File: src/pstd_pkg.sv
package pstd_pkg;

  localparam int WordW  = 32;
  localparam int MagW   = 24;
  localparam int ManW   = 53;
  localparam int ProdW  = 60;
  localparam int ExpW   = 12;
  localparam int DigW   = 4;
  localparam int NumDig = ProdW / DigW;
  localparam int ExpBias = 1075;

  localparam int SignPos  = 31;
  localparam int DirPos   = 30;
  localparam int FactPos  = 26;
  localparam int CountLsb = 27;
  localparam int CountMsb = 29;

  localparam logic [6:0] Factor10  = 7'd10;
  localparam logic [6:0] Factor100 = 7'd100;

  typedef enum logic [2:0] {
    ST_IDLE,
    ST_CHECK,
    ST_MUL,
    ST_DIV_INIT,
    ST_DIV_RUN,
    ST_ROUND,
    ST_FINISH
  } state_t;

  typedef struct packed {
    logic load;
    logic mul;
    logic div_init;
    logic div_step;
    logic rnd;
    logic emit;
  } cmd_t;

  typedef struct packed {
    logic stop;
    logic dir_mul;
    logic div_last;
  } status_t;

endpackage

File: src/packed_sample_to_double.sv
// Decodes a 32-bit packed sample into an IEEE-754 double bit pattern. A request is taken
// when start is high and busy is low; its result appears on double_bits for exactly one
// cycle with done high, and must be captured then. Each multiply step is one registered
// multiply and one rounding step; each divide step runs a divide-by-ten loop that
// produces one 4-bit quotient digit per cycle. A new request may be started in the
// cycle in which done is high.
module packed_sample_to_double (
  input  logic                       clk,
  input  logic                       rst,
  input  logic                       start,
  input  logic [pstd_pkg::WordW-1:0] packed_word,
  output logic                       busy,
  output logic                       done,
  output logic [63:0]                double_bits
);
  import pstd_pkg::*;

  cmd_t    cmd;
  status_t status;

  pstd_ctrl u_ctrl (
    .clk    (clk),
    .rst    (rst),
    .start  (start),
    .status (status),
    .cmd    (cmd),
    .busy   (busy)
  );

  pstd_datapath u_datapath (
    .clk         (clk),
    .rst         (rst),
    .cmd         (cmd),
    .packed_word (packed_word),
    .status      (status),
    .double_bits (double_bits),
    .done        (done)
  );

  a_accept_busy: assert property (@(posedge clk) disable iff (rst)
    (start && !busy) |=> busy)
    else $error("busy not raised after request");

  a_done_idle: assert property (@(posedge clk) disable iff (rst)
    done |-> !busy)
    else $error("done while busy");

  a_done_single: assert property (@(posedge clk) disable iff (rst)
    done |=> !done)
    else $error("done held for more than one cycle");

endmodule

File: src/pstd_ctrl.sv
module pstd_ctrl (
  input  logic              clk,
  input  logic              rst,
  input  logic              start,
  input  pstd_pkg::status_t status,
  output pstd_pkg::cmd_t    cmd,
  output logic              busy
);
  import pstd_pkg::*;

  state_t state;
  state_t state_next;

  always_ff @(posedge clk) begin
    if (rst) begin
      state <= ST_IDLE;
    end else begin
      state <= state_next;
    end
  end

  always_comb begin
    state_next = state;
    cmd = '0;
    busy = (state != ST_IDLE);
    unique case (state)
      ST_IDLE: begin
        if (start) begin
          cmd.load = 1'b1;
          state_next = ST_CHECK;
        end
      end
      ST_CHECK: begin
        if (status.stop) begin
          state_next = ST_FINISH;
        end else if (status.dir_mul) begin
          state_next = ST_MUL;
        end else begin
          state_next = ST_DIV_INIT;
        end
      end
      ST_MUL: begin
        cmd.mul = 1'b1;
        state_next = ST_ROUND;
      end
      ST_DIV_INIT: begin
        cmd.div_init = 1'b1;
        state_next = ST_DIV_RUN;
      end
      ST_DIV_RUN: begin
        cmd.div_step = 1'b1;
        if (status.div_last) begin
          state_next = ST_ROUND;
        end
      end
      ST_ROUND: begin
        cmd.rnd = 1'b1;
        state_next = ST_CHECK;
      end
      ST_FINISH: begin
        cmd.emit = 1'b1;
        state_next = ST_IDLE;
      end
      default: begin
        state_next = ST_IDLE;
      end
    endcase
  end

endmodule

File: src/pstd_datapath.sv
module pstd_datapath (
  input  logic                          clk,
  input  logic                          rst,
  input  pstd_pkg::cmd_t                cmd,
  input  logic [pstd_pkg::WordW-1:0]    packed_word,
  output pstd_pkg::status_t             status,
  output logic [63:0]                   double_bits,
  output logic                          done
);
  import pstd_pkg::*;

  logic [ManW-1:0]  mant;
  logic [ExpW-1:0]  expo;
  logic [2:0]       cnt;
  logic             sign;
  logic             dir_mul;
  logic             fac100;
  logic             zero;
  logic [ProdW-1:0] prod;
  logic [ProdW-1:0] dvd;
  logic [3:0]       rem;
  logic [3:0]       dig;

  logic [MagW-1:0]  mag;
  logic [4:0]       lz;
  logic [5:0]       norm_sh;

  logic [7:0]       part;
  logic [15:0]      qmul;
  logic [3:0]       qd;
  logic [7:0]       qten;

  logic [2:0]       sh;
  logic [ProdW-1:0] kept;
  logic             guard;
  logic             sticky;
  logic [ManW:0]    rsum;
  logic [ExpW-1:0]  exp_adj;
  logic [ExpW-1:0]  exp_biased;

  assign mag = packed_word[MagW-1:0];

  always_comb begin
    lz = 5'd0;
    for (int i = 0; i < MagW; i++) begin
      if (mag[i]) begin
        lz = 5'(MagW - 1 - i);
      end
    end
  end

  assign norm_sh = 6'(ManW - MagW) + 6'(lz);

  // one radix-16 digit of the divide by ten
  assign part = {rem, dvd[ProdW-1 -: DigW]};
  assign qmul = 16'(part) * 16'd205;
  assign qd   = qmul[14:11];
  assign qten = 8'(qd) * 8'd10;

  always_comb begin
    if (dir_mul && fac100) begin
      sh = prod[59] ? 3'd7 : 3'd6;
    end else begin
      sh = prod[56] ? 3'd4 : 3'd3;
    end
    kept   = prod >> sh;
    guard  = |(prod & (ProdW'(1) << (sh - 3'd1)));
    sticky = |(prod & ((ProdW'(1) << (sh - 3'd1)) - ProdW'(1)))
           | (!dir_mul && (rem != 4'd0));
    rsum   = kept[ManW:0] + (ManW+1)'(guard && (sticky || kept[0]));
    if (dir_mul) begin
      exp_adj = ExpW'(sh);
    end else begin
      exp_adj = ExpW'(sh) - ExpW'(7);
    end
  end

  assign status.stop     = zero || (cnt == 3'd0);
  assign status.dir_mul  = dir_mul;
  assign status.div_last = (dig == 4'(NumDig - 1));

  assign exp_biased = expo + ExpW'(ExpBias);

  always_ff @(posedge clk) begin
    if (cmd.load) begin
      sign    <= packed_word[SignPos];
      dir_mul <= packed_word[DirPos];
      fac100  <= packed_word[FactPos];
      cnt     <= packed_word[CountMsb:CountLsb];
      zero    <= (mag == '0);
      mant    <= ManW'(mag) << norm_sh;
      expo    <= -ExpW'(norm_sh);
    end
    if (cmd.mul) begin
      prod <= ProdW'(mant) * ProdW'(fac100 ? Factor100 : Factor10);
    end
    if (cmd.div_init) begin
      dvd  <= {mant, 7'b0};
      rem  <= '0;
      dig  <= '0;
      prod <= '0;
    end
    if (cmd.div_step) begin
      dvd  <= dvd << DigW;
      prod <= {prod[ProdW-DigW-1:0], qd};
      rem  <= 4'(part - qten);
      dig  <= dig + 4'd1;
    end
    if (cmd.rnd) begin
      cnt <= cnt - 3'd1;
      if (rsum[ManW]) begin
        mant <= rsum[ManW:1];
        expo <= expo + exp_adj + ExpW'(1);
      end else begin
        mant <= rsum[ManW-1:0];
        expo <= expo + exp_adj;
      end
    end
    if (cmd.emit) begin
      if (zero) begin
        double_bits <= {sign, 63'b0};
      end else begin
        double_bits <= {sign, exp_biased[10:0], mant[51:0]};
      end
    end
  end

  always_ff @(posedge clk) begin
    if (rst) begin
      done <= 1'b0;
    end else begin
      done <= cmd.emit;
    end
  end

endmodule

File: config.mk
export PLATFORM = sky130hd
export DESIGN_NAME = packed_sample_to_double
export DESIGN_NICKNAME = d
export VERILOG_FILES = /design/src/pstd_pkg.sv /design/src/packed_sample_to_double.sv /design/src/pstd_ctrl.sv /design/src/pstd_datapath.sv
export SDC_FILE = /design/constraint.sdc
export NUM_CORES = 1
export LEC_CHECK = 0
export ABC_AREA = 1
export BUFFER_PORTS_ARGS = -buffer_cell sky130_fd_sc_hd__buf_2
export CAP_MARGIN = 20
export CORE_AREA = 2 2 217 219
export CTS_BUF_LIST = sky130_fd_sc_hd__clkbuf_16
export CTS_CLUSTER_DIAMETER = 50
export CTS_CLUSTER_SIZE = 12
export DETAILED_ROUTE_END_ITERATION = 16
export DIE_AREA = 0 0 219 221
export GPL_TIMING_DRIVEN = 1
export PLACE_DENSITY = 0.77
export SETUP_SLACK_MARGIN = 0.2
export SKIP_CTS_REPAIR_TIMING = 1
export SYNTH_ARGS = -nofsm -noshare
export SYNTH_HDL_FRONTEND = slang
export SYNTH_HIERARCHICAL = 1
export SYNTH_SLANG_ARGS = --single-unit
File: constraint.sdc
create_clock -name clk -period 8.4 [get_ports clk]
set_input_delay 1.68 -clock clk [delete_from_list [all_inputs] [get_ports clk]]
set_output_delay 1.68 -clock clk [all_outputs]
set_load 0.005 [all_outputs]
# [After elaboration in Yosys (flattened, before gate mapping)]
# Cells that the tools add are included.
[classes] addsub=12 mul=3 n_eq_ne=9 n_shift=3 mux=57 bitwise=3 reduce_logical=17
[ops] operator="two-way mux 60 bit" count=5
[ops] operator="two-way mux 53 bit" count=3
[ops] operator="bitwise AND 60 bit" count=2
[ops] operator="two-way mux 5 bit" count=24
[ops] operator="OR reduction 60 bit" count=2
[ops] operator="multiplier 53 x 60 -> 60 bit" count=1
[ops] operator="left shift 1 x 3 -> 60 bit (first input constant)" count=1
[ops] operator="right shift 60 x 3 -> 54 bit" count=1
[ops] operator="subtractor 60 x 1 -> 60 bit (second input constant)" count=1
[ops] operator="adder 54 x 1 -> 54 bit" count=1
[ops] operator="left shift 24 x 6 -> 53 bit" count=1
[ops] operator="two-way mux 12 bit" count=4
[ops] operator="zero test 24 bit" count=1
[ops] operator="two-way mux 3 bit" count=7
[ops] operator="case mux 3 bit (6 select lines)" count=1
[ops] operator="multiplier 8 x 8 -> 15 bit (second input constant)" count=1
[ops] operator="adder 12 x 1 -> 12 bit (second input constant)" count=1
[ops] operator="adder 12 bit" count=1
[ops] operator="two-way mux 4 bit" count=3
[ops] operator="negation 6 -> 12 bit" count=1
[ops] operator="adder 11 bit (second input constant)" count=1
[ops] operator="equality test 3 bit (second input constant)" count=3
[ops] operator="two-way mux 1 bit" count=9
[ops] operator="two-way mux 7 bit" count=1
[ops] operator="other kinds (19)" count=28
[totals] register_bits=261 output_inout_bits=66

# [Depth between registers and ports, before layout]
# Gate-level depths: netlist of the first run.
[depth] word_depth=28 depth_mapped=39 ltp_nobuf=37

# [Modules after synthesis]
# Netlist of the first run, hierarchy kept.
[modules_own_cells] mod="pstd_datapath" n_inst=1 cells_per_inst=3631 area_each_um2=27154.8 seq_area_each_um2=7707.4
[modules_own_cells] mod="pstd_ctrl" n_inst=1 cells_per_inst=33 area_each_um2=192.7 seq_area_each_um2=60.1

# [Least setup slack after synthesis of the first run]
# Ideal clock, no wire load.
[synth_timing] path_kind="register to register" startpoint="register u_datapath.fac100" endpoint="register u_datapath.prod[54], data pin" setup_time_ns=0.268 t_arrival_ns=5.632 t_required_ns=8.132 setup_slack_ns=2.500 stages_incl_launch_ff=32 n_path_buf=3 period_less_slack_ns=5.900 path_cell_list="edfxtp_1 > clkbuf_1 > clkbuf_1 > buf_1 > nand2_1 > inv_1 > ha_1 > inv_1 > fa_1 > fa_1 > inv_1 > ha_1 > ha_1 > nand2_1 > nand3_1 > inv_1 > nor2_1 > nor2_1 > o21ai_1 > a21boi_0 > o21bai_1 > a21boi_0 > o21ai_0 > a21oi_1 > o21ai_0 > nand2_1 > nand2_1 > a21oi_1 > o21bai_1 > nand2_1 > nand2_1 > o22ai_1"
[synth_between] elab_chain_len=5
[synth_lines] item="start: declaration" line_no="pstd_datapath.sv:17" source="logic fac100;"
[synth_lines] item="start signal: assignment" line_no="pstd_datapath.sv:88" source="fac100 <= packed_word[FactPos];"
[synth_lines] item="two-way mux 7 bit" line_no="pstd_datapath.sv:95" source="prod <= ProdW'(mant) * ProdW'(fac100 ? Factor100 : Factor10);"
[synth_lines] item="multiplier 53 x 60 -> 60 bit" line_no="pstd_datapath.sv:95"
[synth_lines] item="two-way mux 60 bit" line_no="pstd_datapath.sv:94" source="if (cmd.mul) begin"
[synth_lines] item="two-way mux 60 bit" line_no="pstd_datapath.sv:97" source="if (cmd.div_init) begin"
[synth_lines] item="two-way mux 60 bit" line_no="pstd_datapath.sv:103" source="if (cmd.div_step) begin"
[synth_lines] item="end signal: assignment" line_no="pstd_datapath.sv:95"
[synth_lines] item="end signal: assignment" line_no="pstd_datapath.sv:105" source="prod <= {prod[ProdW-DigW-1:0], qd};"
[synth_lines] item="end: declaration" line_no="pstd_datapath.sv:19" source="logic [ProdW-1:0] prod;"
# No other way between the ends. The select of a mux whose other input is x is not followed.
# A chain may end at the register's enable or synchronous reset.

# [Worst setup path in the final report of the first run]
[layout_timing] startpoint="register u_datapath.fac100" endpoint="register u_datapath.prod[44], data pin"
# The elaborated chain is that of the path after synthesis.

==> out/qor.txt, run 1 <==
Drt first pass iters: 6
Cts bufs inserted: 39
Ant diodes: 0
Post-synthesis register bit count: 260
Crit. End Element: flip-flop
WHS Endpoint: u_datapath/double_bits[63]
Mapped Cells: 3664
WL/cell: 17.2 µm
Initial antenna violation count: 0
Cell area after synthesis: 27300 µm²
Cell taking the most area after synthesis: edfxtp_1
Period minus WS final: 7.04 ns
Area delta synth->final: 7.61%
CP most frequent cell: inv_1
Layout cells sized above 1: 7.59%
Final WL: 73700 µm
Worst EP required: 8.69 ns
Sink Count: 260
Die Area: 48400 µm²
Clock buffer depth: 3
Avg Vias per Cell: 5.59
Port-buffer cells: 98
Final Hold Fails: 0
Core ar.: 46100 µm²
Fmax: 142 MHz
Reg2reg end: u_datapath/prod[44]
Max Cap Violations: 0
Total GRT Usage: 30.9%
Largest net degree at the start of global routing: 76
Die Ht: 221 µm
Number of max-slew violations in the final report: 0
Ports: 101
Vias in the first global route: 22800
Latest clock arrival within the worst-skew pair: 0.57 ns
Type of origin of the critical path: flip-flop
Top cell type's share of synthesized area: 28.1%
Sequential share of the synthesized area: 28.4%
Status: finished clean
Count leader, synth: nand2_1
RSZ-0062 raised after global routing: false
Gpl congestion: 1.01
Reg clk slew, reported paths: 0.06 ns
Root Driver: clkbuf_16
First-pass GRT wire length: 118000 µm
Via count: 24000
Final ANT Viol Nets: 0
Final-stage net count: 4095
Gr ovfl total: 0
Final setup fails: 0
Distinct cell type count after synthesis: 67
Min-Delay Path Depth: 0
Area contributors post-synth: edfxtp_1 (28%), ha_1 (13%), nand2_1 (9.8%)
Register-to-Register Setup Slack: 1.36 ns
Die W: 219 µm
Yosys warning count: 6
Async set-or-reset flop fraction in the synthesized netlist: 0%
Peak per-stage delay on the critical path: 0.85 ns
Crit path DAT: 7.33 ns
TNS Setup: 0 ns
Synth cell count leaders: nand2_1 (715), inv_1 (687), nor2_1 (314)
DRC Markers: 0
Reg-to-reg startpoint: u_datapath/fac100
Rel. slew slack: 29.4%
Core Util, Final: 63.9%
Fillers: 4197
Hold Crit Class: reg2reg
Starting density of the core: 59.4%
R2R depth: 29
Post-Syn Area per Cell: 7.46 µm²
Post-synth EDFFs: 256
HPWL after DPL: 58000 µm
Most used DFF post-synth: edfxtp_1
Hold Crit Start: u_datapath/sign
CP max-delay cell: edfxtp_1
Max H-tree Level: 2
Least-Margin Pin Slew: 1.06 ns
Final Cycle Share: 83.8%
Kind of critical path: reg2reg
Worst Clk Skew: 0.0164 ns
Clock tree from TritonCTS: built
Initial DRC count: 2363
Rows: 79
CP max FO: 17
==> per-layer routing <==
layer,share of wire (%),vias to the layer above,wire length [µm],global-route usage [%]
met5,0,-,0,0
met4,3.5,0,2560,10.3
met3,7.9,139,5800,3.97
met2,45,910,33200,49.2
met1,44,11000,32200,43.4
li1,-,11900,-,-
==> worst max-delay path: cells and delay by family (launching register included) <==
family / cells / cell delay, ns
buffers and inverters: 6 / 0.72
AO/OA/AOI/OAI: 11 / 2.77
AND/OR/NAND/NOR: 7 / 0.58
adder cells (fa/ha/maj): 5 / 1.79
flip-flops: 1 / 0.85
==> flip-flops by register name, summed over array words and instances, names as in the netlist <==
name                    flops
u_ctrl/state                3
u_datapath/cnt              3
u_datapath/dig              4
u_datapath/dir_mul          1
u_datapath/done             1
u_datapath/double_bits     64
u_datapath/dvd             53
u_datapath/expo            11
u_datapath/fac100           1
u_datapath/mant            53
u_datapath/prod            60
u_datapath/rem              4
u_datapath/sign             1
u_datapath/zero             1
==> kinds of logic (layout without fill, tap and decap cells) <==
group	Yosys count	after routing	synth area share (%)
compound gates	686	686	14.1
xor+xnor	77	77	2.47
fa+ha+maj	402	402	21.5
buf+inv	893	916	12.7
mux	2	2	0.0732
other cells	1	3	0.0137
simple gates	1343	1343	20.8
flops	260	260	28.4
==> cell usage in the layout, fill, tap and decap left out, types with 6 or more instances in the layout <==
master / Yosys / final
o31ai_1: 9 / 9
a21boi_0: 8 / 8
o21ai_1: 109 / 109
o21ai_0: 260 / 260
a21oi_1: 152 / 152
xor2_1: 60 / 60
and2_1: 7 / 7
inv_1: 687 / 689
inv_2: 27 / 27
o21a_1: 8 / 8
nor2_2: 8 / 8
nor3_2: 5 / 6
xnor2_1: 17 / 16
buf_2: 15 / 98
nand4_1: 26 / 26
o22ai_1: 21 / 21
nor2_4: 5 / 7
o21ai_2: 7 / 7
a211oi_1: 6 / 6
or2_2: 10 / 10
o211ai_1: 10 / 10
fa_1: 113 / 113
a31oi_1: 15 / 15
nand2_1: 715 / 715
a22oi_1: 43 / 43
o21bai_1: 8 / 8
nor4_1: 15 / 15
edfxtp_1: 256 / 256
ha_1: 289 / 289
nor2_1: 314 / 312
buf_4: 9 / 29
clkbuf_16: 0 / 40
clkinv_1: 3 / 6
nand3_1: 188 / 188
clkinvlp_4: 0 / 7
nor3_1: 25 / 24
==> cell type report <==
cell class | instances | area (µm²) | share of cell area, %
clock buffers | 40 | 1000 | 3.40
clock inverters | 32 | 349 | 1.19
inverters | 717 | 2690 | 9.15
multi-input cells | 2513 | 16200 | 54.9
flip-flops and latches | 260 | 7770 | 26.4
well taps | 607 | 759 | 2.58
repair buffers | 127 | 708 | 2.41
==> stage by stage <==
| stage | hold WS, ns | instances | setup slack [ns] | cell area [µm²] |
|---|---|---|---|---|
| finish | 0.434 | 4296 | 1.36 | 29400 |
| global route | 0.454 | 4296 | 0.860 | 29400 |
| CTS | 0.436 | 4296 | 1.46 | 29400 |
| detailed placement | 0.407 | 4224 | 1.54 | 28100 |
| global placement | 0.410 | 4224 | 1.62 | 28100 |
| floorplan | 0.400 | 3666 | 2.50 | 27400 |
==> worst max path at each step <==
stage / start / endpoint / slack (ns) / depth (start not counted)
after global placement: u_datapath/fac100 / u_datapath/prod[54] / 1.62 / 29
after floorplan: u_datapath/fac100 / u_datapath/prod[54] / 2.50 / 31
after CTS: u_datapath/fac100 / u_datapath/prod[54] / 1.46 / 29
after global routing: u_datapath/fac100 / u_datapath/prod[54] / 0.86 / 29
after detailed placement: u_datapath/fac100 / u_datapath/prod[44] / 1.54 / 28
final: u_datapath/fac100 / u_datapath/prod[44] / 1.36 / 29
Power of run 1 is left out: the tool's default activity adds up to more than one toggle a clock period on the data nets, which glitch-free logic cannot reach.
==> inputs of run 2 (changes only) <==
==> constraint.sdc (replaced) <==
create_clock -name clk -period 7.3 [get_ports clk]
set_input_delay 1.46 -clock clk [delete_from_list [all_inputs] [get_ports clk]]
set_output_delay 1.46 -clock clk [all_outputs]
set_load 0.005 [all_outputs]
==> run 2 against run 1 <==
Compared with the run above:
- core utilization decreased by 0.23 points
- flip-flop and latch count unchanged
- routed wire length increased by 0.49%
- cell area decreased by 0.36%
- die area unchanged
- worst hold slack improved by 0.0018 ns
- setup slack got worse by 0.44 ns
- sequential share of layout area increased by 0.096 points
- via count increased by 0.75%
- critical path depth unchanged
- register-to-register slack got worse by 0.44 ns
- highest routed layer unchanged
==> out/qor.txt, run 2 (synthesis results as in run 1) <==
Status: finished clean
Storage cell area: 7770 µm²
TNS Setup: 0 ns
Worst Clk Skew: 0.0162 ns
Fillers: 4191
Least-Margin Pin Slew: 0.989 ns
Number of max-slew violations in the final report: 0
Rows: 79
Gpl congestion: 0.995
Port-buffer cells: 98
Die Ht: 221 µm
Initial DRC count: 2476
Period minus WS final: 6.38 ns
DRC Markers: 0
Avg Vias per Cell: 5.64
R2R depth: 29
Final setup margin: 0.918 ns
Core ar.: 46100 µm²
RSZ-0062 raised after global routing: false
Total GRT Usage: 31.1%
Commonest cells after routing, fill and taps aside: nand2_1 (715), inv_1 (689), nor2_1 (312)
Crit path DAT: 6.66 ns
WHS Endpoint: u_datapath/double_bits[63]
Layout cells sized above 1: 7.49%
Reg2reg end: u_datapath/prod[54]
CP max-delay cell: fa_1
Cts bufs inserted: 38
Type of origin of the critical path: flip-flop
Area delta synth->final: 7.22%
CP max FO: 48
Latest clock arrival within the worst-skew pair: 0.56 ns
Via count: 24200
Ant diodes: 0
Reg-to-reg startpoint: u_datapath/fac100
Top flop regs: u_datapath/double_bits x64, u_datapath/prod x60
Max H-tree Level: 2
Sink Count: 260
Clock buffer depth: 3
Commonest non-fill, non-tap cell in the layout: nand2_1
Root Driver: clkbuf_16
Final ANT Viol Nets: 0
Final Cycle Share: 87.4%
Die Area: 48400 µm²
Final setup fails: 0
Vias in the first global route: 23000
Crit. End Element: flip-flop
HPWL after DPL: 58200 µm
Final WL: 74100 µm
Register-to-Register Setup Slack: 0.92 ns
Drt first pass iters: 6
Largest register FFs: 64
Area of the multi-input gates: 16200 µm²
Ports: 101
WL/cell: 17.3 µm
Starting density of the core: 59.4%
Fmax: 157 MHz
Clock tree from TritonCTS: built
Final-stage net count: 4093
Largest net degree at the start of global routing: 75
Pre-CTS setup slack: 0.870 ns
Final Hold Fails: 0
Min-Delay Path Depth: 0
Kind of critical path: reg2reg
First-pass GRT wire length: 120000 µm
Gr ovfl total: 0
Rel. slew slack: 34.1%
Reg with most FFs: u_datapath/double_bits
Peak per-stage delay on the critical path: 0.56 ns
Initial antenna violation count: 0
Hold Crit Start: u_datapath/sign
Reg clk slew, reported paths: 0.05 ns
Die W: 219 µm
Hold Crit Class: reg2reg
CP most frequent cell: nand2_1
Max Cap Violations: 0
Worst EP required: 7.58 ns
run 2: cell types whose count changed in the layout (fill, tap and decap cells not counted), sizes merged:
| cell | previous run | this run |
|---|---|---|
| clkbuf | 40 | 39 |
| inv | 723 | 724 |
| buf | 127 | 126 |
| clkinvlp | 7 | 8 |
| clkinv | 14 | 11 |
| bufinv | 5 | 2 |
run 2: stage by stage:
| step | hold slack (ns) | std cells | cell area [µm²] | util [%] |
|---|---|---|---|---|
| 2_1_floorplan | 0.400 | 3666 | 27400 | - |
| 3_3_place_gp | 0.414 | 4223 | 28100 | 61.0 |
| 3_5_place_dp | 0.409 | 4223 | 28100 | 61.0 |
| 4_1_cts | 0.434 | 4290 | 29300 | 63.7 |
| 5_1_grt | 0.442 | 4290 | 29300 | 63.7 |
| 6_report | 0.436 | 4290 | 29300 | 63.7 |
run 2: layout make-up:
type / instances / share of cell area [%]
Sequential cell: 260 / 26.5
Tap cell: 607 / 2.59
Timing Repair Buffer: 126 / 2.47
Multi-Input combinational cell: 2513 / 55.1
Inverter: 717 / 9.18
Clock buffer: 39 / 3.33
Clock inverter: 28 / 0.853
run 2: worst max-delay path, delay by kind of cell (launching register included):
family	cells	cell delay [ns]
AOI/OAI and AO/OA	11	2.48
adders and majority gates	5	1.94
and+or+nand+nor	9	0.86
buffers and inverters	4	0.35
DFF	1	0.41
run 2: per-layer routing:
layer  up-vias  track usage, %  part of all wire, %
li1      11900               -                    -
met3       149            3.92                  7.4
met2       976            49.1                   45
met4         0            11.0                  3.6
met5         -               0                    0
met1     11200            44.1                   44
run 2: worst max-delay path by stage:
stage,from,to,depth (start not counted)
detailed placement,u_datapath/fac100,u_datapath/prod[54],29
global placement,u_datapath/fac100,u_datapath/prod[54],29
floorplan,u_datapath/fac100,u_datapath/prod[54],31
CTS,u_datapath/fac100,u_datapath/prod[54],29
finish,u_datapath/fac100,u_datapath/prod[54],29
global route,u_datapath/fac100,u_datapath/prod[54],29
Power of run 2 is left out for the same reason.
